## config.mk

```make
export PLATFORM = sky130hd
export DESIGN_NAME = fisd_dabble
export DESIGN_NICKNAME = d
export VERILOG_FILES = /design/src/rtl/fisd_pkg.sv /design/src/rtl/fisd_dabble.sv
export SDC_FILE = /design/constraint.sdc
export NUM_CORES = 1
export LEC_CHECK = 0
export BUFFER_PORTS_ARGS = -buffer_cell sky130_fd_sc_hd__buf_2
export CAP_MARGIN = 40
export CORE_MARGIN = 3
export CORE_UTILIZATION = 25
export CTS_CLUSTER_SIZE = 16
export DETAILED_ROUTE_END_ITERATION = 7
export GPL_TIMING_DRIVEN = 0
export HOLD_SLACK_MARGIN = 0.06
export PLACE_DENSITY = 0.45
export SLEW_MARGIN = 20
export SYNTH_ARGS = -nofsm -noshare
export SYNTH_HDL_FRONTEND = slang
export SYNTH_SLANG_ARGS = --single-unit
```

## constraint.sdc

```tcl
create_clock -name clk -period 0.86 [get_ports clk]
set_clock_uncertainty 0.05 [all_clocks]
set_input_delay 0.043 -clock clk [delete_from_list [all_inputs] [get_ports clk]]
set_output_delay 0.043 -clock clk [all_outputs]
set_load 0.03 [all_outputs]
```

## src/rtl/fisd_pkg.sv

```systemverilog
`default_nettype none
package fisd_pkg;

	localparam int NDIG = 20;
	localparam int BCDW = NDIG * 4;
	localparam int DABBLE_STAGES = 8;
	localparam int BITS_PER_STAGE = 64 / DABBLE_STAGES;

	typedef enum logic [1:0] {
		KIND_SINGLE = 2'd0,
		KIND_DOUBLE = 2'd1,
		KIND_BF16   = 2'd2,
		KIND_NONE   = 2'd3
	} kind_t;

	localparam logic [7:0] CH_MINUS = 8'h2D;
	localparam logic [7:0] CH_ZERO  = 8'h30;

	// sideband that travels beside the magnitude
	typedef struct packed {
		logic       nh;
		logic       neg;
		logic       rnd;
		logic [3:0] shift;
		logic [9:0] lo;
		logic [9:0] hi;
	} side_t;

	// one add-3 and shift step of the binary to bcd conversion
	function automatic logic [BCDW-1:0] dd_step(input logic [BCDW-1:0] b, input logic bit_in);
		logic [BCDW-1:0] t;
		t = b;
		for (int i = 0; i < NDIG; i++) begin
			if (t[i*4 +: 4] >= 4'd5) begin
				t[i*4 +: 4] = t[i*4 +: 4] + 4'd3;
			end
		end
		return {t[BCDW-2:0], bit_in};
	endfunction

endpackage
`default_nettype wire

```

## src/rtl/fisd_dabble.sv

```systemverilog
`default_nettype none
module fisd_dabble #(
	parameter int STAGE = 0
) (
	input  wire logic                       clk,
	input  wire logic                       arst_n,
	input  wire logic                       en,
	input  wire logic                       v_in,
	input  wire logic [63:0]                mag_in,
	input  wire logic [fisd_pkg::BCDW-1:0]  bcd_in,
	input  wire fisd_pkg::side_t            side_in,
	output logic                            v_q,
	output logic [63:0]                     mag_q,
	output logic [fisd_pkg::BCDW-1:0]       bcd_q,
	output fisd_pkg::side_t                 side_q
);
	import fisd_pkg::*;

	localparam int TOP = 63 - STAGE * BITS_PER_STAGE;

	logic [BCDW-1:0] bcd_n;

	// several conversion steps, msb first
	always_comb begin
		bcd_n = bcd_in;
		for (int i = 0; i < BITS_PER_STAGE; i++) begin
			bcd_n = dd_step(bcd_n, mag_in[TOP - i]);
		end
	end

	always_ff @(posedge clk or negedge arst_n) begin
		if (!arst_n) begin
			v_q <= 1'b0;
		end else if (en) begin
			v_q <= v_in;
		end
	end

	always_ff @(posedge clk) begin
		if (en) begin
			mag_q  <= mag_in;
			bcd_q  <= bcd_n;
			side_q <= side_in;
		end
	end

endmodule
`default_nettype wire

```

-- Word-level counts from Yosys, hierarchy flattened
Index checks and enable logic that the tools add are counted.
W data, S select, Z words.
- output and inout bits: 172
- logic and storage cells: 489
- register bits: 172
- muxes and demuxes: 160
- magnitude comparators: 160
- add/sub/neg operators: 160
- operators with widths (kind ; number):
    $ge A4 B3 Y1 const B ; 160
    $add A4 B2 Y4 const B ; 152
    $mux W4 ; 152
    $add A3 B2 Y3 const B ; 8
    $mux W3 ; 8

-- Depth between registers and ports, before layout
- word-level depth: 16
- depth in mapped cells: 37
- gate-level depth less buffers: 36

-- Worst setup path after synthesis
No wires, ideal clock.
- path type: input to register
- from: input bcd_in[28] (netlist bit)
- to: register bcd_q[36] (netlist bit), data pin
- path slack: -5.672 ns
- arrival: 6.220 ns
- stages on the path: 34
- required time: 0.548 ns
- cell sequence: inv_1 -> ha_1 -> and2b_1 -> o22ai_1 -> or2_2 -> ha_1 -> a21boi_0 -> o22ai_1 -> o221ai_1 -> and2_0 -> clkbuf_1 -> a31o_2 -> inv_2 -> ha_1 -> o211a_1 -> mux2i_1 -> and2_1 -> clkbuf_1 -> o21ai_0 -> o21ai_0 -> ha_1 -> inv_1 -> and2_1 -> a211oi_1 -> o21a_1 -> xor2_2 -> inv_1 -> ha_1 -> maj3_1 -> a221oi_1 -> nand2_1 -> o31ai_1 -> a21oi_1 -> xor2_1
- cells in the longest elaborated chain, start to end: 16
- elaborated cells on any way between the ends: 42
- classes of those cells: add/sub: 14; order compare: 14; mux: 14
- RTL lines (what ; RTL line ; RTL):
    start: declaration ; fisd_dabble.sv:10 ; input wire logic [fisd_pkg::BCDW-1:0] bcd_in,
    $add A4 B2 Y4 / $ge A4 B3 Y1 (equally long branches) ; fisd_pkg.sv:35, fisd_pkg.sv:34 ;
    $mux W4 (*) ; fisd_pkg.sv:34 ; if (t[i*4 +: 4] >= 4'd5) begin
    $add A4 B2 Y4 / $ge A4 B3 Y1 (equally long branches) ; fisd_pkg.sv:35, fisd_pkg.sv:34 ;
    $mux W4 ; fisd_pkg.sv:34 ;
    $add A4 B2 Y4 / $ge A4 B3 Y1 (equally long branches) ; fisd_pkg.sv:35, fisd_pkg.sv:34 ;
    $mux W4 ; fisd_pkg.sv:34 ;
    $add A4 B2 Y4 / $ge A4 B3 Y1 (equally long branches) ; fisd_pkg.sv:35, fisd_pkg.sv:34 ;
    $mux W4 ; fisd_pkg.sv:34 ;
    $add A4 B2 Y4 / $ge A4 B3 Y1 (equally long branches) ; fisd_pkg.sv:35, fisd_pkg.sv:34 ;
    $mux W4 ; fisd_pkg.sv:34 ;
    $add A4 B2 Y4 / $ge A4 B3 Y1 (equally long branches) ; fisd_pkg.sv:35, fisd_pkg.sv:34 ;
    $mux W4 ; fisd_pkg.sv:34 ;
    $add A4 B2 Y4 / $ge A4 B3 Y1 (equally long branches) ; fisd_pkg.sv:35, fisd_pkg.sv:34 ;
    $mux W4 ; fisd_pkg.sv:34 ;
    $add A4 B2 Y4 / $ge A4 B3 Y1 (equally long branches) ; fisd_pkg.sv:35, fisd_pkg.sv:34 ;
    $mux W4 (*) ; fisd_pkg.sv:34 ;
    via bcd_n[36] ; fisd_dabble.sv:21 ; logic [BCDW-1:0] bcd_n;
    end signal: assignment ; fisd_dabble.sv:42 ; bcd_q <= bcd_n;
    end: declaration ; fisd_dabble.sv:14 ; output logic [fisd_pkg::BCDW-1:0] bcd_q,
The timed path passes the listed nets; every way through them passes the cells marked *.
A chain may end at the register's enable or synchronous reset.

-- Final worst setup path
- from: input bcd_in[56] (netlist bit)
- to: register bcd_q[66] (netlist bit), data pin
The elaborated chain is that of the path after synthesis.

==> out/metrics.csv <==
metric;value;unit
status;finished with violations;
failing checks;negative setup slack;
Final Cycle Share;625;%
row cnt;118;
RSZ-0062 raised after global routing;true;
final-report max-slew violation count;0;
Post-synth EDFFs;170;
setup_tns;-381.05;ns
final setup fails;271;
Root Buffer;clkbuf_16;
Synth Area per Inst;7.73;um^2
TritonCTS clock tree;done;
layout cells sized above 1;52.2;%
GRT Util Overall;16.2;%
IO Port Bufs;339;
commonest non-fill, non-tap cell in the layout;buf_4;
Clock Tree Buf Depth;2;
Mapped Nets;3730;
NumNets Final;4862;
max_cap viols;0;
die height;332;um
YS warnings;0;
Setup CP Type;input port to flop;
DR DRC count;0;
Vias/cell;5.20;
synth unique cells;127;
Post-synth top flop;edfxtp_1;
first-pass GRT wire length;153000;um
# IOs;347;
Worst Min Path Start;en;
register area share after synthesis;19.3;%
Highest Clock Rate;186;MHz
Total Wirelength;96400;um
worst relative slew slack;45.2;%
crit path launch type;input port;
Layout Area Growth over Synthesis;74.8;%
TritonRoute pass-1 iters;5;
Tmin final;5.38;ns
DP Wirelength;64000;um
grt total ovfl;0;
initial core utilization;25.4;%
initial antenna violation count;3;
Worst path top cell family by delay;compound AO/OA/AOI/OAI gates;
crit path max fanout;4;
asr flop ratio synth;0.585;%
Yosys reg bits;171;
DR iter-0 viols;1340;
dpl cells;5161;
# H-tree levels;4;
CP Capture Type;flop;
most used cell, CP;ha_4;
total die area;110000;um^2
worst skew pair latency;0.47;ns
Worst-Margin Slew;0.822;ns
Clock Pin Slew Worst Setup and Hold Paths;0.08;ns
antenna cells;0;
Synth area leader;edfxtp_1;
Core Footprint;104000;um^2
CP startpoint;bcd_in[56];
reg-to-reg critical path startpoint;v_q;
Hold Vio Cnt, Final;0;
Critical Path Max Stage Delay;0.33;ns
largest cells by area after synthesis;edfxtp_1 19%, ha_1 5.7%, a21oi_1 4.8%, nand2_1 4.4%, o21ai_0 4.2%;
Syn Std Cell Area;26500;um^2
arrival time at the worst endpoint;5.54;ns
Buf+Inv Stages, Crit Path;8;
CP Data Required Time;1.02;ns
total number of vias;31000;
gpl congestion;0.819;
number of global-route vias before repair;30100;
Sink Count;171;
fin cells;5960;
worst setup margin;-4.52;ns
Die W;332;um
most frequent cells in the layout;645 x buf_4, 267 x nand2_1, 256 x buf_6;
HP Class;input port to flop;
cell count after synthesis;3435;
fin util;44.5;%
wire per inst;16.2;um
largest net degree at the start of global routing;50;
Post-DRT Antenna Nets;0;
critical path's slowest cell;maj3_2;
post-synth top area share;19.2;%
CTS buffer count;17;
## routing by layer
layer / share of wire, % / global-route usage, % / vias to the layer above
met2: 51 / 29.0 / 441
li1: - / - / 15500
met1: 44 / 20.5 / 14900
met5: 0.013 / 0 / -
met4: 1.7 / 3.67 / 2
met3: 3.1 / 2.29 / 85
## flip-flops by register name (all words and copies together), names as in the netlist
name	flops
bcd_q	79
side_q	27
v_q	1
mag_q	64
## synthesized netlist by cell type, drive strengths merged (17+ instances only)
library cell and count:
a211o 30, a211oi 71, a21boi 19, a21o 48
a21oi 270, a221oi 25, a22o 17, a22oi 24
a2bb2oi 20, a31o 35, a31oi 70, and2 65
and3 41, buf 44, clkbuf 80, edfxtp 170
ha 120, inv 184, maj3 21, mux2 65
mux2i 102, nand2 309, nand2b 63, nand3 110
nor2 273, nor2b 28, nor3 129, nor3b 26
nor4 20, o211a 19, o211ai 68, o21a 44
o21ai 272, o221ai 23, o22ai 46, o31ai 33
or2 41, or3 41, xnor2 81, xor2 32
## cell type report
type,count,area (um^2)
well taps,1380,1730
clock inverters,15,173
plain buffers,89,707
flip-flops and latches,171,5130
inverters,185,955
multi-input cells,2955,27400
clock buffers,17,425
fillers,10100,58000
repair buffers,1148,9870
## through the flow
| step | hold slack, ns | setup slack (ns) | area [um^2] |
|---|---|---|---|
| global placement | -0.226 | -6.67 | 33100 |
| finish | 0.0812 | -4.52 | 46400 |
| CTS | 0.102 | -4.54 | 43500 |
| floorplan | -0.303 | -5.09 | 29700 |
| detailed placement | -0.231 | -6.28 | 33200 |
| global route | 0.0510 | -4.77 | 46400 |
## logic make-up after synthesis
kind of cell / after synthesis / synth area share (%)
xor+xnor: 113 / 4.36
simple gates: 1199 / 22.3
buf+inv: 309 / 4.78
mux: 167 / 6.73
flops: 171 / 19.3
compound gates: 1335 / 36.0
fa+ha+maj: 141 / 6.45
## final timing paths
path,endpoint,cells after the start,slack (ns)
worst max register to register,v_q,1,0.03
worst min register to register,v_q,1,0.49
min in group asynchronous,v_q,3,0.35
worst min-delay path,bcd_q[31],2,0.08
worst max-delay path,bcd_q[66],36,-4.52
max in group asynchronous,v_q,3,0.30
## timing repair
action | in CTS | in global routing
gates cloned | 3 | 2
endpoints found under the hold margin | 103 | 20
setup endpoints to repair | 340 | 384
pin swaps | 438 | 329
hold buffers | 95 | 1
resized for setup | 1151 | 378
setup buffers | 535 | 180
Power is not shown: default switching activity piles up to over one toggle a cycle in this logic, so the estimate is an artifact.
