`src/rtl/fisd_pkg.sv`:
```
`default_nettype none
package fisd_pkg;

	localparam int NDIG = 20;
	localparam int BCDW = NDIG * 4;
	localparam int DABBLE_STAGES = 8;
	localparam int BITS_PER_STAGE = 64 / DABBLE_STAGES;

	typedef enum logic [1:0] {
		KIND_SINGLE = 2'd0,
		KIND_DOUBLE = 2'd1,
		KIND_BF16   = 2'd2,
		KIND_NONE   = 2'd3
	} kind_t;

	localparam logic [7:0] CH_MINUS = 8'h2D;
	localparam logic [7:0] CH_ZERO  = 8'h30;

	// sideband that travels beside the magnitude
	typedef struct packed {
		logic       nh;
		logic       neg;
		logic       rnd;
		logic [3:0] shift;
		logic [9:0] lo;
		logic [9:0] hi;
	} side_t;

	// one add-3 and shift step of the binary to bcd conversion
	function automatic logic [BCDW-1:0] dd_step(input logic [BCDW-1:0] b, input logic bit_in);
		logic [BCDW-1:0] t;
		t = b;
		for (int i = 0; i < NDIG; i++) begin
			if (t[i*4 +: 4] >= 4'd5) begin
				t[i*4 +: 4] = t[i*4 +: 4] + 4'd3;
			end
		end
		return {t[BCDW-2:0], bit_in};
	endfunction

endpackage
`default_nettype wire

```
`src/rtl/fisd_serial.sv`:
```
`default_nettype none
module fisd_serial (
	input  wire logic                       clk,
	input  wire logic                       arst_n,
	input  wire logic                       v_in,
	input  wire logic [fisd_pkg::BCDW-1:0]  bcd_in,
	input  wire logic                       nh_in,
	input  wire logic                       neg_in,
	output logic                            take,
	output logic                            out_valid,
	input  wire logic                       out_ready,
	output logic [7:0]                      out_char,
	output logic                            last_char,
	output logic                            handled
);
	import fisd_pkg::*;

	logic            busy_q;
	logic [BCDW-1:0] dig_q;
	logic [4:0]      idx_q;
	logic            sign_q;
	logic            nh_q;
	logic [4:0]      top;
	logic            fire;

	// highest nonzero digit of the incoming value
	always_comb begin
		top = 5'd0;
		for (int i = 0; i < NDIG; i++) begin
			if (bcd_in[i*4 +: 4] != 4'd0) begin
				top = 5'(i);
			end
		end
	end

	// character view of the held value
	always_comb begin
		out_valid = busy_q;
		handled   = !nh_q;
		last_char = nh_q || (!sign_q && idx_q == 5'd0);
		if (nh_q) begin
			out_char = 8'd0;
		end else if (sign_q) begin
			out_char = CH_MINUS;
		end else begin
			out_char = CH_ZERO + {4'd0, dig_q[idx_q*4 +: 4]};
		end
		fire = busy_q && out_ready;
		take = v_in && (!busy_q || (fire && last_char));
	end

	always_ff @(posedge clk or negedge arst_n) begin
		if (!arst_n) begin
			busy_q <= 1'b0;
		end else if (take) begin
			busy_q <= 1'b1;
		end else if (fire && last_char) begin
			busy_q <= 1'b0;
		end
	end

	// load a new value or step to the next character
	always_ff @(posedge clk) begin
		if (take) begin
			dig_q  <= bcd_in;
			idx_q  <= top;
			sign_q <= neg_in && !nh_in;
			nh_q   <= nh_in;
		end else if (fire && !last_char) begin
			if (sign_q) begin
				sign_q <= 1'b0;
			end else begin
				idx_q <= idx_q - 5'd1;
			end
		end
	end

endmodule
`default_nettype wire

```
`config.mk`:
```
export PLATFORM = sky130hd
export DESIGN_NAME = fisd_serial
export DESIGN_NICKNAME = d
export VERILOG_FILES = /design/src/rtl/fisd_pkg.sv /design/src/rtl/fisd_serial.sv
export SDC_FILE = /design/constraint.sdc
export NUM_CORES = 1
export LEC_CHECK = 0
export ABC_AREA = 0
export BUFFER_PORTS_ARGS = -buffer_cell sky130_fd_sc_hd__buf_4
export CAP_MARGIN = 20
export CORE_MARGIN = 4
export CORE_UTILIZATION = 48
export DETAILED_ROUTE_END_ITERATION = 16
export PLACE_DENSITY_LB_ADDON = 0.3
export SETUP_SLACK_MARGIN = 0.3
export SLEW_MARGIN = 20
export SYNTH_ARGS = -nofsm -noshare
export SYNTH_HDL_FRONTEND = slang
export SYNTH_SLANG_ARGS = --single-unit
```
`constraint.sdc`:
```
create_clock -name clk -period 3.8 [get_ports clk]
set_clock_uncertainty 0.2 [all_clocks]
set_input_delay 0.38 -clock clk [delete_from_list [all_inputs] [get_ports clk]]
set_output_delay 0.38 -clock clk [all_outputs]
set_load 0.005 [all_outputs]
```
Word level (Yosys, flattened, before mapping)
Index checks and enable logic that the tools add are counted.
Operators by class
  add/sub/neg operators: 2
  equal/unequal tests: 1
  shift operators: 1
  mux-type cells: 28
  reductions and logical operators: 36
Operators with widths (number)
  $mux 5: 20
  $shiftx 80x8->4: 1
  $reduce_bool 4->1: 19
  $mux 7: 2
  $add 6x4->7 const A: 1
  $logic_and 1x1->1: 6
  $logic_not 1->1: 5
  $logic_not 5->1: 1
  $mux 1: 5
  $sub 5x1->5 const B: 1
  $reduce_bool 2->1: 2
  $logic_or 1x1->1: 2
  $mux 2: 1
  $ne 2x2->1 const B: 1
  $reduce_and 2->1: 1
Storage, ports and cells
  bits in registers: 88
  output and inout port bits: 12

Logic depth before layout (Yosys ltp)
  depth after elaboration: 21
  depth in mapped cells: 9

Worst setup path before layout
Ideal clock, no wire load.
  path type: flip-flop to flip-flop
  start: register idx_q[1]
  end: register idx_q[3] (data pin)
  setup time: 0.340 ns
  data arrival time: 3.523 ns
  data required time: 3.260 ns
  path slack: -0.263 ns
  stages on the path, launching flop included: 10
  path buffers: 2
  clock period less this slack: 4.063 ns
  cell sequence: edfxtp_1 -> buf_4 -> buf_4 -> inv_1 -> ha_1 -> nor3b_2 -> a211o_1 -> nand3_1 -> inv_1 -> o22ai_1
Between the ends
  longest elaborated chain between the ends: 7
  elaborated cells on any way between the ends: 10
Ends and longest elaborated chain
  start: declaration: line fisd_serial.sv:20  | logic [4:0] idx_q;
  start signal: assignment: line fisd_serial.sv:66  | idx_q <= top;
  start signal: assignment: line fisd_serial.sv:73  | idx_q <= idx_q - 5'd1;
  $logic_not 5->1: line fisd_serial.sv:40  | last_char = nh_q || (!sign_q && idx_q == 5'd0);
  $logic_and 1x1->1: line fisd_serial.sv:40
  $logic_or 1x1->1: line fisd_serial.sv:40
  $logic_and 1x1->1: line fisd_serial.sv:49  | take = v_in && (!busy_q || (fire && last_char));
  $logic_or 1x1->1: line fisd_serial.sv:49
  $logic_and 1x1->1: line fisd_serial.sv:49
  net take: line fisd_serial.sv:9  | output logic take,
  $mux 5: line fisd_serial.sv:64  | if (take) begin
The timed path passes the listed nets, and every way through them passes these cells. The select of a mux whose other input is x is not followed.
A chain may end at the register's enable or synchronous reset.

Final worst setup path
  start: register idx_q[3]
  end: output port take
Between the ends
  longest elaborated chain between the ends: 6
Ends and longest elaborated chain (line)
  $logic_not 5->1: fisd_serial.sv:40
  $logic_and 1x1->1: fisd_serial.sv:40
  $logic_or 1x1->1: fisd_serial.sv:40
  $logic_and 1x1->1: fisd_serial.sv:49
  $logic_or 1x1->1: fisd_serial.sv:49
  $logic_and 1x1->1: fisd_serial.sv:49
  end: declaration: fisd_serial.sv:9
Every way passes these cells.

==> metrics.yaml <==
clocking:
  cts_htree_levels: 3
  cts_bufs_inserted: 9
  tritoncts: "done"
  cts.clk_slew.worst_paths_ps: 90
  cts_num_sinks: 88
  cts_buffer_depth: 2
  cts.repair.resized: 0
  cts.root.buffer_cell: "sky130_fd_sc_hd__clkbuf_8"
  worstSkewPairLatency_ps: 370
logic_synthesis:
  synth_area_mm2: 0.00393
  yosys_most_used_dff: "sky130_fd_sc_hd__edfxtp_1"
  portion_of_netlist_area_occupied_by_mux_cells_pct: 13.8
  synth.yosys.seq_area_share_pct: 67.2
  synthesis.area_per_instance_um2: 17.1
  synth_adder_area_share_pct: 0.319
  synth_top_area_share_pct: 66.6
  post_synth_xor_area_fraction_pct: 0.669
  post_synth_and_or_nand_nor_area_fraction_pct: 9.02
  synth_common_cells: "sky130_fd_sc_hd__edfxtp_1, sky130_fd_sc_hd__nand2_1, sky130_fd_sc_hd__nor4_1, sky130_fd_sc_hd__or4_1"
  post_synthesis_compound_gate_area_fraction_pct: 6.44
  synth-warning-count: 0
  postSynthRegisterBits: 88
  synthTopCellsByArea: "sky130_fd_sc_hd__edfxtp_1, sky130_fd_sc_hd__mux4_1, sky130_fd_sc_hd__mux4_2"
  synthMostInstantiatedCell: "sky130_fd_sc_hd__edfxtp_1"
  async_reset_ff_share_pct: 1.14
  yosys.cell_types.count: 42
  postSynthCellCount: 230
  yosysTopAreaCell: "sky130_fd_sc_hd__edfxtp_1"
  number_of_synthesized_flops_with_an_enable_pin: 87
  synth_top_family_by_area: "multiplexers"
layout:
  num_antenna_cells: 0
  drive_gt1_share_pct: 32.7
  final_nets: 495
  layout.cell_area.non_filler_mm2: 0.00573
  finalNonFillerCells: 515
  fin_util_pct: 73.0
  area.growth.synth_to_final_pct: 45.9
floorplan:
  die_x_um: 98.4
  top_level_ports: 98
  std_cell_rows: 32
  overall_die_area_mm2: 0.00969
  floorplan.die.height_um: 98.4
  core_mm2: 0.00785
  initial_utilization_pct: 50.0
detailed_routing:
  post_drt_wl_per_cell_um: 19.7
  drtIter0Drc: 203
  drcViolationCount: 0
  via_per_inst: 5.60
  detailedRoute.firstPassIterationCount: 5
  via_count: 2883
  ant_nets: 0
  wl_mm: 10.1
sta:
  min_period_over_period_pct: 84.5
  max_slew_margin_vs_limit_pct: 40.9
  finalSetupViolCount: 0
  fin_tns_setup_ps: 0
  timing.fmax_ghz: 0.311
  finalHoldWorstSlack_ps: 9.16
  grt_setup_unrepaired: "false"
  period_minus_slack_ps: 3210
  finalHoldViolations: 0
  drv_slew: 0
  max_slew.worst_pin.slew_ps: 878
  final_critical_path_setup_slack_ps: 589
pwr:
  design_power_total_mw: 2.09
  power_density_mw_per_mm2: 365
  ir_worst_vdd_v: 0.000276
  power.static_leakage_nw: 2.09
place:
  post_place_setup_slack_ps: 992
  number_of_buffer_cells_added_on_primary_ports: 95
  dpl.cell_count: 421
  finalWeightedCongestion: 0.863
  place_hpwl_mm: 6.90
  dpl_cell_area_mm2: 0.00476
setup_path:
  timing.critical_path.from_type: "flip-flop"
  cell_type_of_the_slowest_stage_on_the_worst_timing_path: "sky130_fd_sc_hd__edfxtp_1"
  data_arrival_time_at_the_worst_slack_endpoint_ps: 2630
  setup.worst_path.end_class: "output pin"
  worst_path_class_setup: "flip-flop to output pin"
  critical_path_buffers_and_inverters: 2
  worst_ep_required_time_ps: 3220
  cp_slowest_stage_delay_ps: 780
  crit_path_cell_trace: "nor3b_2, a211o_1, nand3_2, clkinvlp_4, buf_4"
  timing.critical_path.fanout_max: 21
  crit_family: "buffers and inverters"
global_route:
  vias_in_the_first_global_route: 3026
  antenna_found_initial: 0
  pin_count_of_the_biggest_net_entering_global_routing: 36
  grt_usage_pct: 21.7
  grt_pass1_wl_mm: 16.0
  total_congestion_overflow_after_global_routing: 0
job:
  maxCapViolCount: 0
min_path:
  worst_min_delay_path_category: "input pin to flip-flop"
run_status:
  status: "completed"
==> area by class of cell <==
class,instances,area [um^2]
sequential,88,2640
fill,513,2120
timing repair buffer,177,1550
multi-input combinational,126,1200
tap,102,128
clock buffer,9,124
clock inverter,7,62.6
inverter,6,26.3
==> state kept, by name, indices dropped and copies added, names as in the netlist <==
name,count
dig_q,80
idx_q,5
nh_q,1
out_valid,1
sign_q,1
==> repair_timing <==
action | 4_1_cts | 5_1_grt
hold buffers | 73 | 5
setup buffers | 0 | 0
hold endpoints to repair | 73 | 5
==> where the power goes <==
group          total, mW  internal [mW]  switching [mW]
Sequential          1.15           1.12          0.0266
Clock              0.614          0.252           0.362
Combinational      0.329          0.197           0.132
Total               2.09           1.57           0.521
==> layout by cell type (no fill, tap or decap), drive strengths merged, types with 4 or more instances in the layout <==
cell type / Yosys / final
a211o: 4 / 4
a21oi: 8 / 8
a221oi: 4 / 4
buf: 10 / 99
clkbuf: 1 / 9
dlygate4sd3: 0 / 78
edfxtp: 87 / 87
inv: 6 / 9
mux2: 4 / 4
mux4: 20 / 20
nand2: 13 / 13
nand3: 4 / 4
nor2: 7 / 7
nor4: 13 / 13
o21ai: 4 / 4
or4: 11 / 11
==> layer usage <==
layer	vias to the layer above	track usage (%)	part of all wire [%]
met5	-	0	0
met4	0	6.72	1.7
met3	15	5.38	6.5
met2	119	37.7	53
met1	1429	27.0	39
li1	1320	-	-
==> cell families (layout without fill, tap and decap cells) <==
family / count (synthesis) / after routing
XOR/XNOR: 3 / 3
flip-flops: 88 / 88
AND/OR/NAND/NOR: 60 / 60
buffers and inverters: 17 / 199
other: 1 / 2
adder cells (fa/ha/maj): 1 / 1
multiplexers: 25 / 25
AO/OA/AOI/OAI: 35 / 35
==> final timing paths <==
kind / from / end / slack [ps] / cells after the start
max: idx_q[3]$_DFFE_PP_ / take / 590 / 5
min in group asynchronous: arst_n / out_valid$_DFFE_PN0P_ / 130 / 2
min reg2reg: out_valid$_DFFE_PN0P_ / out_valid$_DFFE_PN0P_ / 530 / 3
min: bcd_in[30] / dig_q[30]$_DFFE_PP_ / 9 / 1
max reg2reg: idx_q[3]$_DFFE_PP_ / idx_q[3]$_DFFE_PP_ / 950 / 6
max in group asynchronous: arst_n / out_valid$_DFFE_PN0P_ / 3190 / 2
(Power assumes the default switching activity.)
