$ cat src/rtl/fisd_pkg.sv
`default_nettype none
package fisd_pkg;

	localparam int NDIG = 20;
	localparam int BCDW = NDIG * 4;
	localparam int DABBLE_STAGES = 8;
	localparam int BITS_PER_STAGE = 64 / DABBLE_STAGES;

	typedef enum logic [1:0] {
		KIND_SINGLE = 2'd0,
		KIND_DOUBLE = 2'd1,
		KIND_BF16   = 2'd2,
		KIND_NONE   = 2'd3
	} kind_t;

	localparam logic [7:0] CH_MINUS = 8'h2D;
	localparam logic [7:0] CH_ZERO  = 8'h30;

	// sideband that travels beside the magnitude
	typedef struct packed {
		logic       nh;
		logic       neg;
		logic       rnd;
		logic [3:0] shift;
		logic [9:0] lo;
		logic [9:0] hi;
	} side_t;

	// one add-3 and shift step of the binary to bcd conversion
	function automatic logic [BCDW-1:0] dd_step(input logic [BCDW-1:0] b, input logic bit_in);
		logic [BCDW-1:0] t;
		t = b;
		for (int i = 0; i < NDIG; i++) begin
			if (t[i*4 +: 4] >= 4'd5) begin
				t[i*4 +: 4] = t[i*4 +: 4] + 4'd3;
			end
		end
		return {t[BCDW-2:0], bit_in};
	endfunction

endpackage
`default_nettype wire

$ cat src/rtl/fisd_round.sv
`default_nettype none
module fisd_round (
	input  wire logic                       clk,
	input  wire logic                       arst_n,
	input  wire logic                       en,
	input  wire logic                       v_in,
	input  wire logic [fisd_pkg::BCDW-1:0]  bcd_in,
	input  wire fisd_pkg::side_t            side_in,
	output logic                            v_s12,
	output logic [fisd_pkg::BCDW-1:0]       bcd_s12,
	output logic                            nh_s12,
	output logic                            neg_s12
);
	import fisd_pkg::*;

	logic [13:0] rem [1:4];
	logic [13:0] pw  [1:4];
	logic [2:0]  k;
	logic        up;
	logic [13:0] dup;
	logic        dn_ok;
	logic        up_ok;
	logic        gate;

	// remainders from the low digits, choose the roundest power
	always_comb begin
		pw[1] = 14'd10;
		pw[2] = 14'd100;
		pw[3] = 14'd1000;
		pw[4] = 14'd10000;
		rem[1] = {10'd0, bcd_in[3:0]};
		rem[2] = rem[1] + 14'(bcd_in[7:4] * 7'd10);
		rem[3] = rem[2] + 14'(bcd_in[11:8] * 10'd100);
		rem[4] = rem[3] + 14'(bcd_in[15:12] * 14'd1000);
		k  = 3'd0;
		up = 1'b0;
		for (int p = 4; p >= 1; p--) begin
			dup   = pw[p] - rem[p];
			dn_ok = rem[p] <= {4'd0, side_in.lo};
			up_ok = dup <= {4'd0, side_in.hi};
			unique case (p)
				4: gate = side_in.shift >= 4'd10;
				3: gate = side_in.shift >= 4'd7;
				2: gate = side_in.shift >= 4'd3;
				default: gate = 1'b1;
			endcase
			if (side_in.rnd && gate && k == 3'd0 && (dn_ok || up_ok)) begin
				k  = 3'(p);
				up = up_ok && (!dn_ok || dup < rem[p]);
			end
		end
	end

	logic            v_s11;
	logic [BCDW-1:0] bcd_s11;
	logic [2:0]      k_s11;
	logic            up_s11;
	logic            nh_s11;
	logic            neg_s11;

	always_ff @(posedge clk or negedge arst_n) begin
		if (!arst_n) begin
			v_s11 <= 1'b0;
			v_s12 <= 1'b0;
		end else if (en) begin
			v_s11 <= v_in;
			v_s12 <= v_s11;
		end
	end

	always_ff @(posedge clk) begin
		if (en) begin
			bcd_s11 <= bcd_in;
			k_s11   <= k;
			up_s11  <= up;
			nh_s11  <= side_in.nh;
			neg_s11 <= side_in.neg;
		end
	end

	logic [BCDW-1:0] bcd_r;
	logic            cy;

	// clear the low digits, then decimal increment above them when rounding up
	always_comb begin
		bcd_r = bcd_s11;
		for (int i = 0; i < NDIG; i++) begin
			cy = up_s11 && (i >= int'(k_s11));
			for (int j = 0; j < NDIG; j++) begin
				if (j >= int'(k_s11) && j < i && bcd_s11[j*4 +: 4] != 4'd9) begin
					cy = 1'b0;
				end
			end
			if (i < int'(k_s11)) begin
				bcd_r[i*4 +: 4] = 4'd0;
			end else if (cy) begin
				bcd_r[i*4 +: 4] = (bcd_s11[i*4 +: 4] == 4'd9) ? 4'd0 : bcd_s11[i*4 +: 4] + 4'd1;
			end
		end
	end

	always_ff @(posedge clk) begin
		if (en) begin
			bcd_s12 <= bcd_r;
			nh_s12  <= nh_s11;
			neg_s12 <= neg_s11;
		end
	end

endmodule
`default_nettype wire

$ cat config.mk
export PLATFORM = sky130hd
export DESIGN_NAME = fisd_round
export DESIGN_NICKNAME = d
export VERILOG_FILES = /design/src/rtl/fisd_pkg.sv /design/src/rtl/fisd_round.sv
export SDC_FILE = /design/constraint.sdc
export NUM_CORES = 1
export LEC_CHECK = 0
export BUFFER_PORTS_ARGS = -buffer_cell sky130_fd_sc_hd__buf_2
export CORE_MARGIN = 2
export CORE_UTILIZATION = 40
export CTS_CLUSTER_SIZE = 10
export DETAILED_ROUTE_END_ITERATION = 12
export HOLD_SLACK_MARGIN = 0.1
export SYNTH_ARGS = -nofsm -noshare
export SYNTH_HDL_FRONTEND = slang
export SYNTH_SLANG_ARGS = --single-unit
$ cat constraint.sdc
create_clock -name clk -period 3.9 [get_ports clk]
set_input_delay 0.78 -clock clk [delete_from_list [all_inputs] [get_ports clk]]
set_output_delay 0.78 -clock clk [all_outputs]
set_load 0.02 [all_outputs]
* Word-level counts from Yosys, hierarchy flattened
Index checks and enable logic that the tools add are counted.
** Cells by class
- Reductions and logical operators :: 43
- Magnitude comparators :: 29
- Multipliers :: 3
- Mux-type cells :: 87
- Add/sub/neg operators :: 27
- Eq/ne operators :: 39
** Operators with widths (count)
- 4-bit two-way mux :: 40
- 4-bit by 1-bit adder with 4-bit output, second input constant :: 20
- 4-bit == test, second input constant :: 20
- 4-bit inequality test, second input constant :: 19
- 14-bit by 10-bit less-or-equal comparator with 1-bit output :: 5
- 1-bit two-way mux :: 44
- 1-bit logical AND :: 28
- 12-bit by 14-bit adder with 14-bit output :: 1
- 14-bit by 12-bit < comparator with 1-bit output :: 1
- 14-bit < comparator :: 1
- 14-bit by 4-bit < comparator with 1-bit output :: 1
- 14-bit by 9-bit < comparator with 1-bit output :: 1
- 14-bit subtractor, first input constant :: 1
- 10-bit by 12-bit subtractor with 13-bit output, first input constant :: 1
- 9-bit by 11-bit adder with 12-bit output :: 1
- 12-bit by 10-bit less-or-equal comparator with 1-bit output :: 1
- 4-bit by 7-bit multiplier with 11-bit output, second input constant :: 1
- 4-bit by 10-bit less-or-equal comparator with 1-bit output :: 1
- 9-bit by 10-bit less-or-equal comparator with 1-bit output :: 1
- 7-bit by 9-bit subtractor with 10-bit output, first input constant :: 1
- 4-bit by 8-bit adder with 9-bit output :: 1
- 3-bit >= comparator, first input constant :: 3
- 3-bit zero test :: 3
- 3-bit < comparator, first input constant :: 3
- other kinds (13) :: 29
** Word-level totals
- Register bits :: 170
- Logic and storage cells :: 245

* Longest topological paths before layout
Gate-level depths: netlist of run 1.
- Word-level depth :: 22
- Mapped depth :: 27
- Gate-level depth less buffers :: 27

* Worst setup path after synthesis of run 1
OpenSTA, ideal clock, no wires.
- Kind :: in2reg
- Start :: input port bcd_in[5] (netlist name)
- End :: register k_s11[0] (data pin)
- Path buffers :: 0
- Slack :: -2350 ps
- Library setup time :: 269 ps
- Required time :: 3631 ps
- Data arrival time :: 5981 ps
- Cell stages on the path :: 23
- Path through :: ha_1 ha_1 fa_1 nand2_1 a21oi_1 xnor2_1 inv_1 ha_1 or3_1 o22a_1 xor2_1 inv_1 ha_1 or2_2 o21ai_2 xnor2_1 ha_1 nand4_1 nor3_1 o21ai_0 or4_1 o32ai_2 nor3_1
** Between the ends
- Cells in the longest elaborated chain, start to end :: 20
** RTL lines
- start, declared :: RTL line fisd_round.sv:7 : input wire logic [fisd_pkg::BCDW-1:0] bcd_in,
- 4-bit by 3-bit multiplier with 7-bit output (*) :: RTL line fisd_round.sv:32 : rem[2] = rem[1] + 14'(bcd_in[7:4] * 7'd10);
- 4-bit by 8-bit adder with 9-bit output (*) :: RTL line fisd_round.sv:32
- 9-bit by 11-bit adder with 12-bit output :: RTL line fisd_round.sv:33 : rem[3] = rem[2] + 14'(bcd_in[11:8] * 10'd100);
- 12-bit by 14-bit adder with 14-bit output :: RTL line fisd_round.sv:34 : rem[4] = rem[3] + 14'(bcd_in[15:12] * 14'd1000);
- 14-bit subtractor :: RTL line fisd_round.sv:38 : dup = pw[p] - rem[p];
- 14-bit by 10-bit less-or-equal comparator with 1-bit output :: RTL line fisd_round.sv:40 : up_ok = dup <= {4'd0, side_in.hi};
- 1-bit logical OR :: RTL line fisd_round.sv:47 : if (side_in.rnd && gate && k == 3'd0 && (dn_ok || up_ok)) begin
- 1-bit logical AND :: RTL line fisd_round.sv:47
- 3-bit two-way mux :: RTL line fisd_round.sv:47
- 3-bit zero test :: RTL line fisd_round.sv:47
- 1-bit logical AND (2 in a row) :: RTL line fisd_round.sv:47
- 3-bit two-way mux :: RTL line fisd_round.sv:47
- 3-bit zero test :: RTL line fisd_round.sv:47
- 1-bit logical AND (2 in a row) :: RTL line fisd_round.sv:47
- 3-bit two-way mux (*) :: RTL line fisd_round.sv:47
- 3-bit zero test :: RTL line fisd_round.sv:47
- 1-bit logical AND (2 in a row) :: RTL line fisd_round.sv:47
- end signal, assigned :: RTL line fisd_round.sv:74 : k_s11 <= k;
- end, declared :: RTL line fisd_round.sv:56 : logic [2:0] k_s11;
Mark *: on every way between the ends. The rest lies on a longest branch, timed or not.
A chain may end at the register's enable or synchronous reset.

* Worst setup path in the final report of run 1
- Start :: input port bcd_in[5] (netlist name)
- End :: register k_s11[1] (data pin)
Same word-level chain as after synthesis.

==> flow_summary_export.csv, run 1 <==
group,metric,value,unit
clock_network,htree_levels,4,
pwr,power.total,8.78,mW
pwr,p_sw,3.25,mW
worst_setup_path,max_stage_delay,0.58,ns
worst_setup_path,path_max_fanout,4,
pwr,switching_share,37.1,%
synthesis,synth_top_area_cell,"edfxtp_1",
pwr,pwr_density_cell,560,nW/um^2
pwr,internal_power,5.53,mW
sta,finalHoldViolCount,0,
final_layout,final_common_cell,"buf_2",
global_routing,grt_pass1_vias,9407,
route,dr_total_vias,9659,
synthesis,synthFlopType,"edfxtp_1",
floorplanning,die_x,177,um
synthesis,synth_cell_type_count,105,
pwr,vdd.ir_drop.worst,0.000473,V
route,wl_per_cell,15.9,um
floorplanning,core-area,29500,um^2
sta,worstMarginPinSlew,0.813,ns
synthesis,synth_fp_nets,1352,
floorplanning,start_util,40.4,%
pwr,pwr-share-seq,26.7,%
pwr,clkPwrFrac,16.8,%
sta,relSlewSlack,45.8,%
sta,fin_crit,5.56,ns
worst_setup_path,worst_path_most_repeated_cell,"ha_4",
final_layout,ff_latch_area,5090,um^2
job,drv_cap,0,
worst_setup_path,endpoint_kind,"flop",
run_status,status,"finished, violations left",
worst_setup_path,worstSetupPathType,"input port to flop",
pwr,power.leakage,6.83,nW
final_layout,syn2layout_area_growth,31.7,%
sta,finalSetupViolCount,4,
global_routing,grt_usage,19.4,%
synthesis,ys_seq_elements,170,
clock_network,clockBufferDepth,2,
synthesis,synth_top_cell_area_share,42.4,%
clock_network,clockRootBuffer,"clkbuf_16",
synthesis,synth_edf_count,168,
synthesis,synth_area_leaders,"edfxtp_1, ha_1, inv_1",
clock_network,cts_tree,"built",
pwr,pwr-share-comb,56.4,%
global_routing,grt_antenna_before_repair,1,
synthesis,seq_area_frac_synth,42.8,%
clock_network,cts_buffers,17,
route,drtIter0Drc,430,
route,firstDrtPassIters,7,
worst_setup_path,critPathLaunchType,"input port",
final_layout,multiInputGateArea,6810,um^2
synthesis,yosys_warnings,0,
clock_network,cts_sinks,170,
clock_network,clkLatencyLatePin,0.43,ns
route,postRouteAntennaNets,0,
placed_design,hpwlAfterDp,24.3,mm
final_layout,drive_gt1_share,34.0,%
synthesis,netlist_area,11900,um^2
worst_setup_path,crit_arrival,5.73,ns
final_layout,final_cell_mix,"buf_2, buf_4, edfxtp_1",
global_routing,grt_pass1_wl,47.4,mm
route,drcViolationCount,0,
run_status,violations,"setup timing",
synthesis,postSynth.asyncResetShare,1.18,%
floorplanning,ios,194,
sta,fin_ws,-1.66,ns
global_routing,grt-ovfl-total,0,
sta,drv_slew,0,
worst_setup_path,crit_buf_inv,6,
placed_design,port_buffers,193,
route,via_per_inst,5.10,
floorplanning,dieArea,31200,um^2
sta,hold_ws,0.424,ns
final_layout,fillers,2682,
final_layout,layout.nets,1740,
clock_network,clkTransAtPathRegs,0.06,ns
worst_setup_path,required,4.07,ns
floorplanning,rows,63,
placed_design,gp_congestion,0.893,
sta,max_freq,180,MHz
synthesis,avgSynthCellArea,10.8,um^2
sta,grt_setup_unrepaired,"yes",
route,drt-total-wl,30.1,mm
synthesis,netlist_instances,1102,
sta,finClkSkew,0.0135,ns
worst_setup_path,critical_path.top_delay_family,"adder cells",
worst_setup_path,slowest_stage,"fa_2",
floorplanning,dieHeight,177,um
global_routing,grt_max_degree,90,
sta,period_share,143,%
min_path,min_path_type,"flop to flop",
## area by class of cell
| type | instances | share of cell area [%] |
|---|---|---|
| inverters | 108 | 2.62 |
| diodes | 1 | 0.0160 |
| flip-flops and latches | 170 | 32.5 |
| multi-input cells | 819 | 43.4 |
| repair buffers | 374 | 15.1 |
| clock inverters | 13 | 0.487 |
| well taps | 390 | 3.11 |
| clock buffers | 19 | 2.76 |
## cell families after synthesis
kind of cell | synth area share (%)
AND/OR/NAND/NOR | 16.6
AO/OA/AOI/OAI | 14.7
flip-flops | 42.8
adder cells (fa/ha/maj) | 15.4
buffers and inverters | 3.68
XOR/XNOR | 5.87
multiplexers | 0.967
## final timing paths
check / slack (ns) / cells after the start / start / end
setup / recovery: -1.66 / 27 / bcd_in[5] / k_s11[1]
hold / removal: 0.42 / 0 / nh_s11 / nh_s12
setup reg to reg: 0.82 / 8 / k_s11[2] / bcd_s12[59]
hold reg to reg: 0.42 / 0 / nh_s11 / nh_s12
max in group asynchronous: 3.14 / 2 / arst_n / v_s12
min in group asynchronous: 0.67 / 2 / arst_n / v_s11
## power by group through the flow
stage | combinational [mW] | sequential [mW] | clock (mW)
global route | 5.51 | 2.37 | 1.59
finish | 4.96 | 2.35 | 1.48
detailed placement | 4.49 | 2.39 | 0
floorplan | 2.70 | 2.46 | 0
global placement | 4.41 | 2.38 | 0
CTS | 4.72 | 2.35 | 1.52
## stage by stage
step	cell area [um^2]	instances	utilization, %	setup TNS (ns)	setup WS [ns]
after floorplan	12100	1102	-	-7.59	-1.92
after global placement	14800	1850	50.3	-8.66	-2.19
after detailed placement	14800	1850	50.3	-9.25	-2.35
after CTS	15500	1889	52.6	-6.82	-1.72
after global routing	15700	1894	53.2	-7.38	-1.87
final	15700	1894	53.2	-6.53	-1.66
## synth_stat cells (4+ instances only)
cell type / number
edfxtp_1: 168
ha_1: 127
inv_1: 107
nand2_1: 71
nor2_1: 67
o21ai_0: 62
a21oi_1: 47
xnor2_1: 44
nor3_1: 32
nor2b_1: 27
a21o_1: 26
xor2_1: 25
nand3_1: 20
nand4_1: 17
nor3b_1: 16
o21a_1: 15
fa_1: 12
nand2b_1: 12
a22o_1: 10
a31oi_1: 8
and2_1: 8
o211ai_1: 8
a211oi_1: 7
and3_1: 7
mux2i_1: 7
o21ai_1: 7
o31ai_1: 7
a221oi_1: 5
and4bb_2: 5
nor4_1: 5
or3_1: 5
a21boi_0: 4
nand3b_1: 4
o21bai_1: 4
or2_1: 4
or2_2: 4
## sequential cells by signal, summed over array words and instances (netlist names)
register and cells:
k_s11 3, v_s11 1, bcd_s11 80, bcd_s12 80
neg_s11 1, up_s11 1, neg_s12 1, v_s12 1
nh_s12 1, nh_s11 1
## repair_timing
action,CTS,global route
hold endpoints to repair,2,0
hold buffers,1,0
setup buffers,6,4
resized for setup,25,19
pin swaps,25,12
setup endpoints to repair,4,4
## worst reg2reg max path, cell delays in order (launching register included)
cell,delay (ns)
edfxtp_1,0.61
or2_1,0.32
o22ai_2,0.21
a2111oi_4,0.56
and2_1,0.41
nand2_4,0.10
nor3b_4,0.28
o21ai_1,0.10
a22o_1,0.23
## metal layers
metal  GRT usage (%)  vias to the layer above  routed length (um)
met3            2.76                       33                1300
met5               0                        -                   0
met1            24.3                     4554               13200
met4            6.16                        0                 513
met2            34.4                      220               15000
li1                -                     4852                   -
No activity file was read; power rests on OpenSTA's default activity.
==> run 2, diff against run 1 <==
- SKIP_CTS_REPAIR_TIMING: unset -> 1
- clock period: 3.9 -> 4.7 ns (I/O delays scaled with it)
==> run 2 against run 1 <==
Against the previous run: the flow still finishes with violations (setup timing); wire length fell by 0.12%; final cell count shrank 1.3%; via count decreased by 1.6%; clock skew down 0.0021 ns; sequential share of layout area increased by 0.47 points; clock power down 8%; combinational power is 20% lower; global-route usage about the same; core utilization fell by 0.75 points; sequential power shrank 17%; non-clock buffer count fell by 25; largest cell class unchanged.
==> flow_summary_export.csv, run 2 (synthesis gave the netlist of run 1 again) <==
group,metric,value,unit
sta,period_share,125,%
worst_setup_path,path_max_fanout,4,
route,via_per_inst,5.08,
floorplanning,rows,63,
floorplanning,ios,194,
sta,drv_slew,0,
final_layout,syn2layout_area_growth,29.8,%
final_layout,drive_gt1_share,32.4,%
sta,grt_setup_unrepaired,"yes",
clock_network,clkLatencyLatePin,0.44,ns
placed_design,gp_congestion,0.889,
run_status,status,"finished, violations left",
sta,fin_ws,-1.17,ns
route,firstDrtPassIters,5,
clock_network,clockRootBuffer,"clkbuf_16",
route,postRouteAntennaNets,0,
min_path,min_path_type,"input port to async pin",
global_routing,grt_pass1_vias,9337,
clock_network,cts_sinks,170,
sta,finClkSkew,0.0114,ns
floorplanning,die_x,177,um
worst_setup_path,worstSetupPathType,"input port to flop",
floorplanning,dieHeight,177,um
sta,hold_ws,0.276,ns
worst_setup_path,worst_r2r_path_depth,10,
placed_design,hpwlAfterDp,24.1,mm
final_layout,fillers,2616,
floorplanning,dieArea,31200,um^2
worst_setup_path,reg2reg_from,"k_s11[2]",
sta,finalHoldViolCount,0,
clock_network,clockBufferDepth,2,
pwr,power.leakage,6.72,nW
route,drtIter0Drc,440,
worst_setup_path,r2r_slack,1.53,ns
placed_design,port_buffers,193,
global_routing,grt_usage,19.4,%
sta,max_freq,170,MHz
global_routing,grt_antenna_before_repair,2,
worst_setup_path,r2r-end,"bcd_s12[59]",
final_layout,utilization,52.4,%
pwr,power.total,7.27,mW
sta,worstMarginPinSlew,1.05,ns
pwr,vdd.ir_drop.worst,0.000414,V
sta,fin_crit,5.87,ns
route,dr_total_vias,9500,
job,drv_cap,0,
clock_network,cts_tree,"built",
route,drt-total-wl,30.0,mm
worst_setup_path,crit_arrival,6.05,ns
clock_network,clkTransAtPathRegs,0.06,ns
clock_network,htree_levels,4,
sta,finalSetupViolCount,4,
final_layout,final_cell_mix,"buf_2, edfxtp_1, buf_4",
worst_setup_path,critPathLaunchType,"input port",
global_routing,grt_max_degree,115,
worst_setup_path,required,4.88,ns
route,drcViolationCount,0,
final_layout,layout.nets,1715,
final_layout,final_cells,1869,
run_status,violations,"setup timing",
global_routing,grt-ovfl-total,0,
floorplanning,start_util,40.4,%
worst_setup_path,endpoint_kind,"flop",
sta,relSlewSlack,30.3,%
placed_design,placedCellCount,1832,
clock_network,cts_buffers,17,
final_layout,final_common_cell,"buf_2",
floorplanning,core-area,29500,um^2
route,wl_per_cell,16.1,um
pwr,pwr_density_cell,470,nW/um^2
final_layout,reg_top3,"bcd_s11 (80), bcd_s12 (80), k_s11 (3)",
global_routing,grt_pass1_wl,47.2,mm
run 2: area by class of cell:
class | instances | area, um^2 | share of cell area [%]
Clock inverter | 11 | 121 | 0.785
Antenna cell | 2 | 5.00 | 0.0324
Inverter | 108 | 410 | 2.66
Timing Repair Buffer | 349 | 2160 | 14.0
Clock buffer | 20 | 437 | 2.83
Multi-Input combinational cell | 819 | 6740 | 43.6
Tap cell | 390 | 488 | 3.16
Sequential cell | 170 | 5090 | 33.0
run 2: layer usage:
metal	vias up	wire length [um]	part of all wire, %	global-route usage [%]
met1	4404	13300	44	25.0
met4	0	783	2.6	7.37
met3	51	1530	5.1	3.57
met5	-	0	0	0
li1	4801	-	-	-
met2	244	14400	48	32.5
run 2: worst max path at each step:
| stage | to | depth (start not counted) | from | slack, ns |
|---|---|---|---|---|
| after floorplan | k_s11[0] | 25 | bcd_in[5] | -1.28 |
| after global placement | k_s11[0] | 26 | bcd_in[5] | -1.55 |
| after detailed placement | k_s11[0] | 26 | bcd_in[5] | -1.69 |
| after CTS | k_s11[0] | 26 | bcd_in[5] | -1.22 |
| after global routing | k_s11[1] | 25 | bcd_in[7] | -1.41 |
| final | k_s11[1] | 25 | bcd_in[7] | -1.17 |
run 2: power breakdown:
group | total, mW | internal, mW | switching [mW]
Combinational | 3.96 | 1.96 | 2.01
Clock | 1.36 | 0.780 | 0.576
Sequential | 1.95 | 1.84 | 0.105
Total | 7.27 | 4.58 | 2.69
run 2: through the flow:
step / area, um^2 / setup TNS, ns / worst slack, ns
2_1_floorplan: 12100 / -5.03 / -1.28
3_3_place_gp: 14700 / -6.10 / -1.55
3_5_place_dp: 14700 / -6.58 / -1.69
4_1_cts: 15200 / -4.72 / -1.22
5_1_grt: 15400 / -5.50 / -1.41
6_report: 15500 / -4.51 / -1.17
run 2: worst max-delay path, cell delays in order:
cell	delay, ns
buf_8	0.10
ha_4	0.24
ha_4	0.16
fa_2	0.62
nand2_4	0.10
a21oi_4	0.14
xnor2_2	0.13
inv_2	0.08
ha_4	0.27
inv_6	0.09
o22ai_4	0.07
o32a_1	0.36
ha_4	0.30
o21a_1	0.11
o31a_1	0.28
o21a_1	0.21
o21ai_4	0.10
xnor2_2	0.16
ha_1	0.31
nand4_1	0.14
nor3_2	0.23
o21ai_1	0.10
or3b_4	0.41
o32ai_4	0.29
nor3_1	0.11
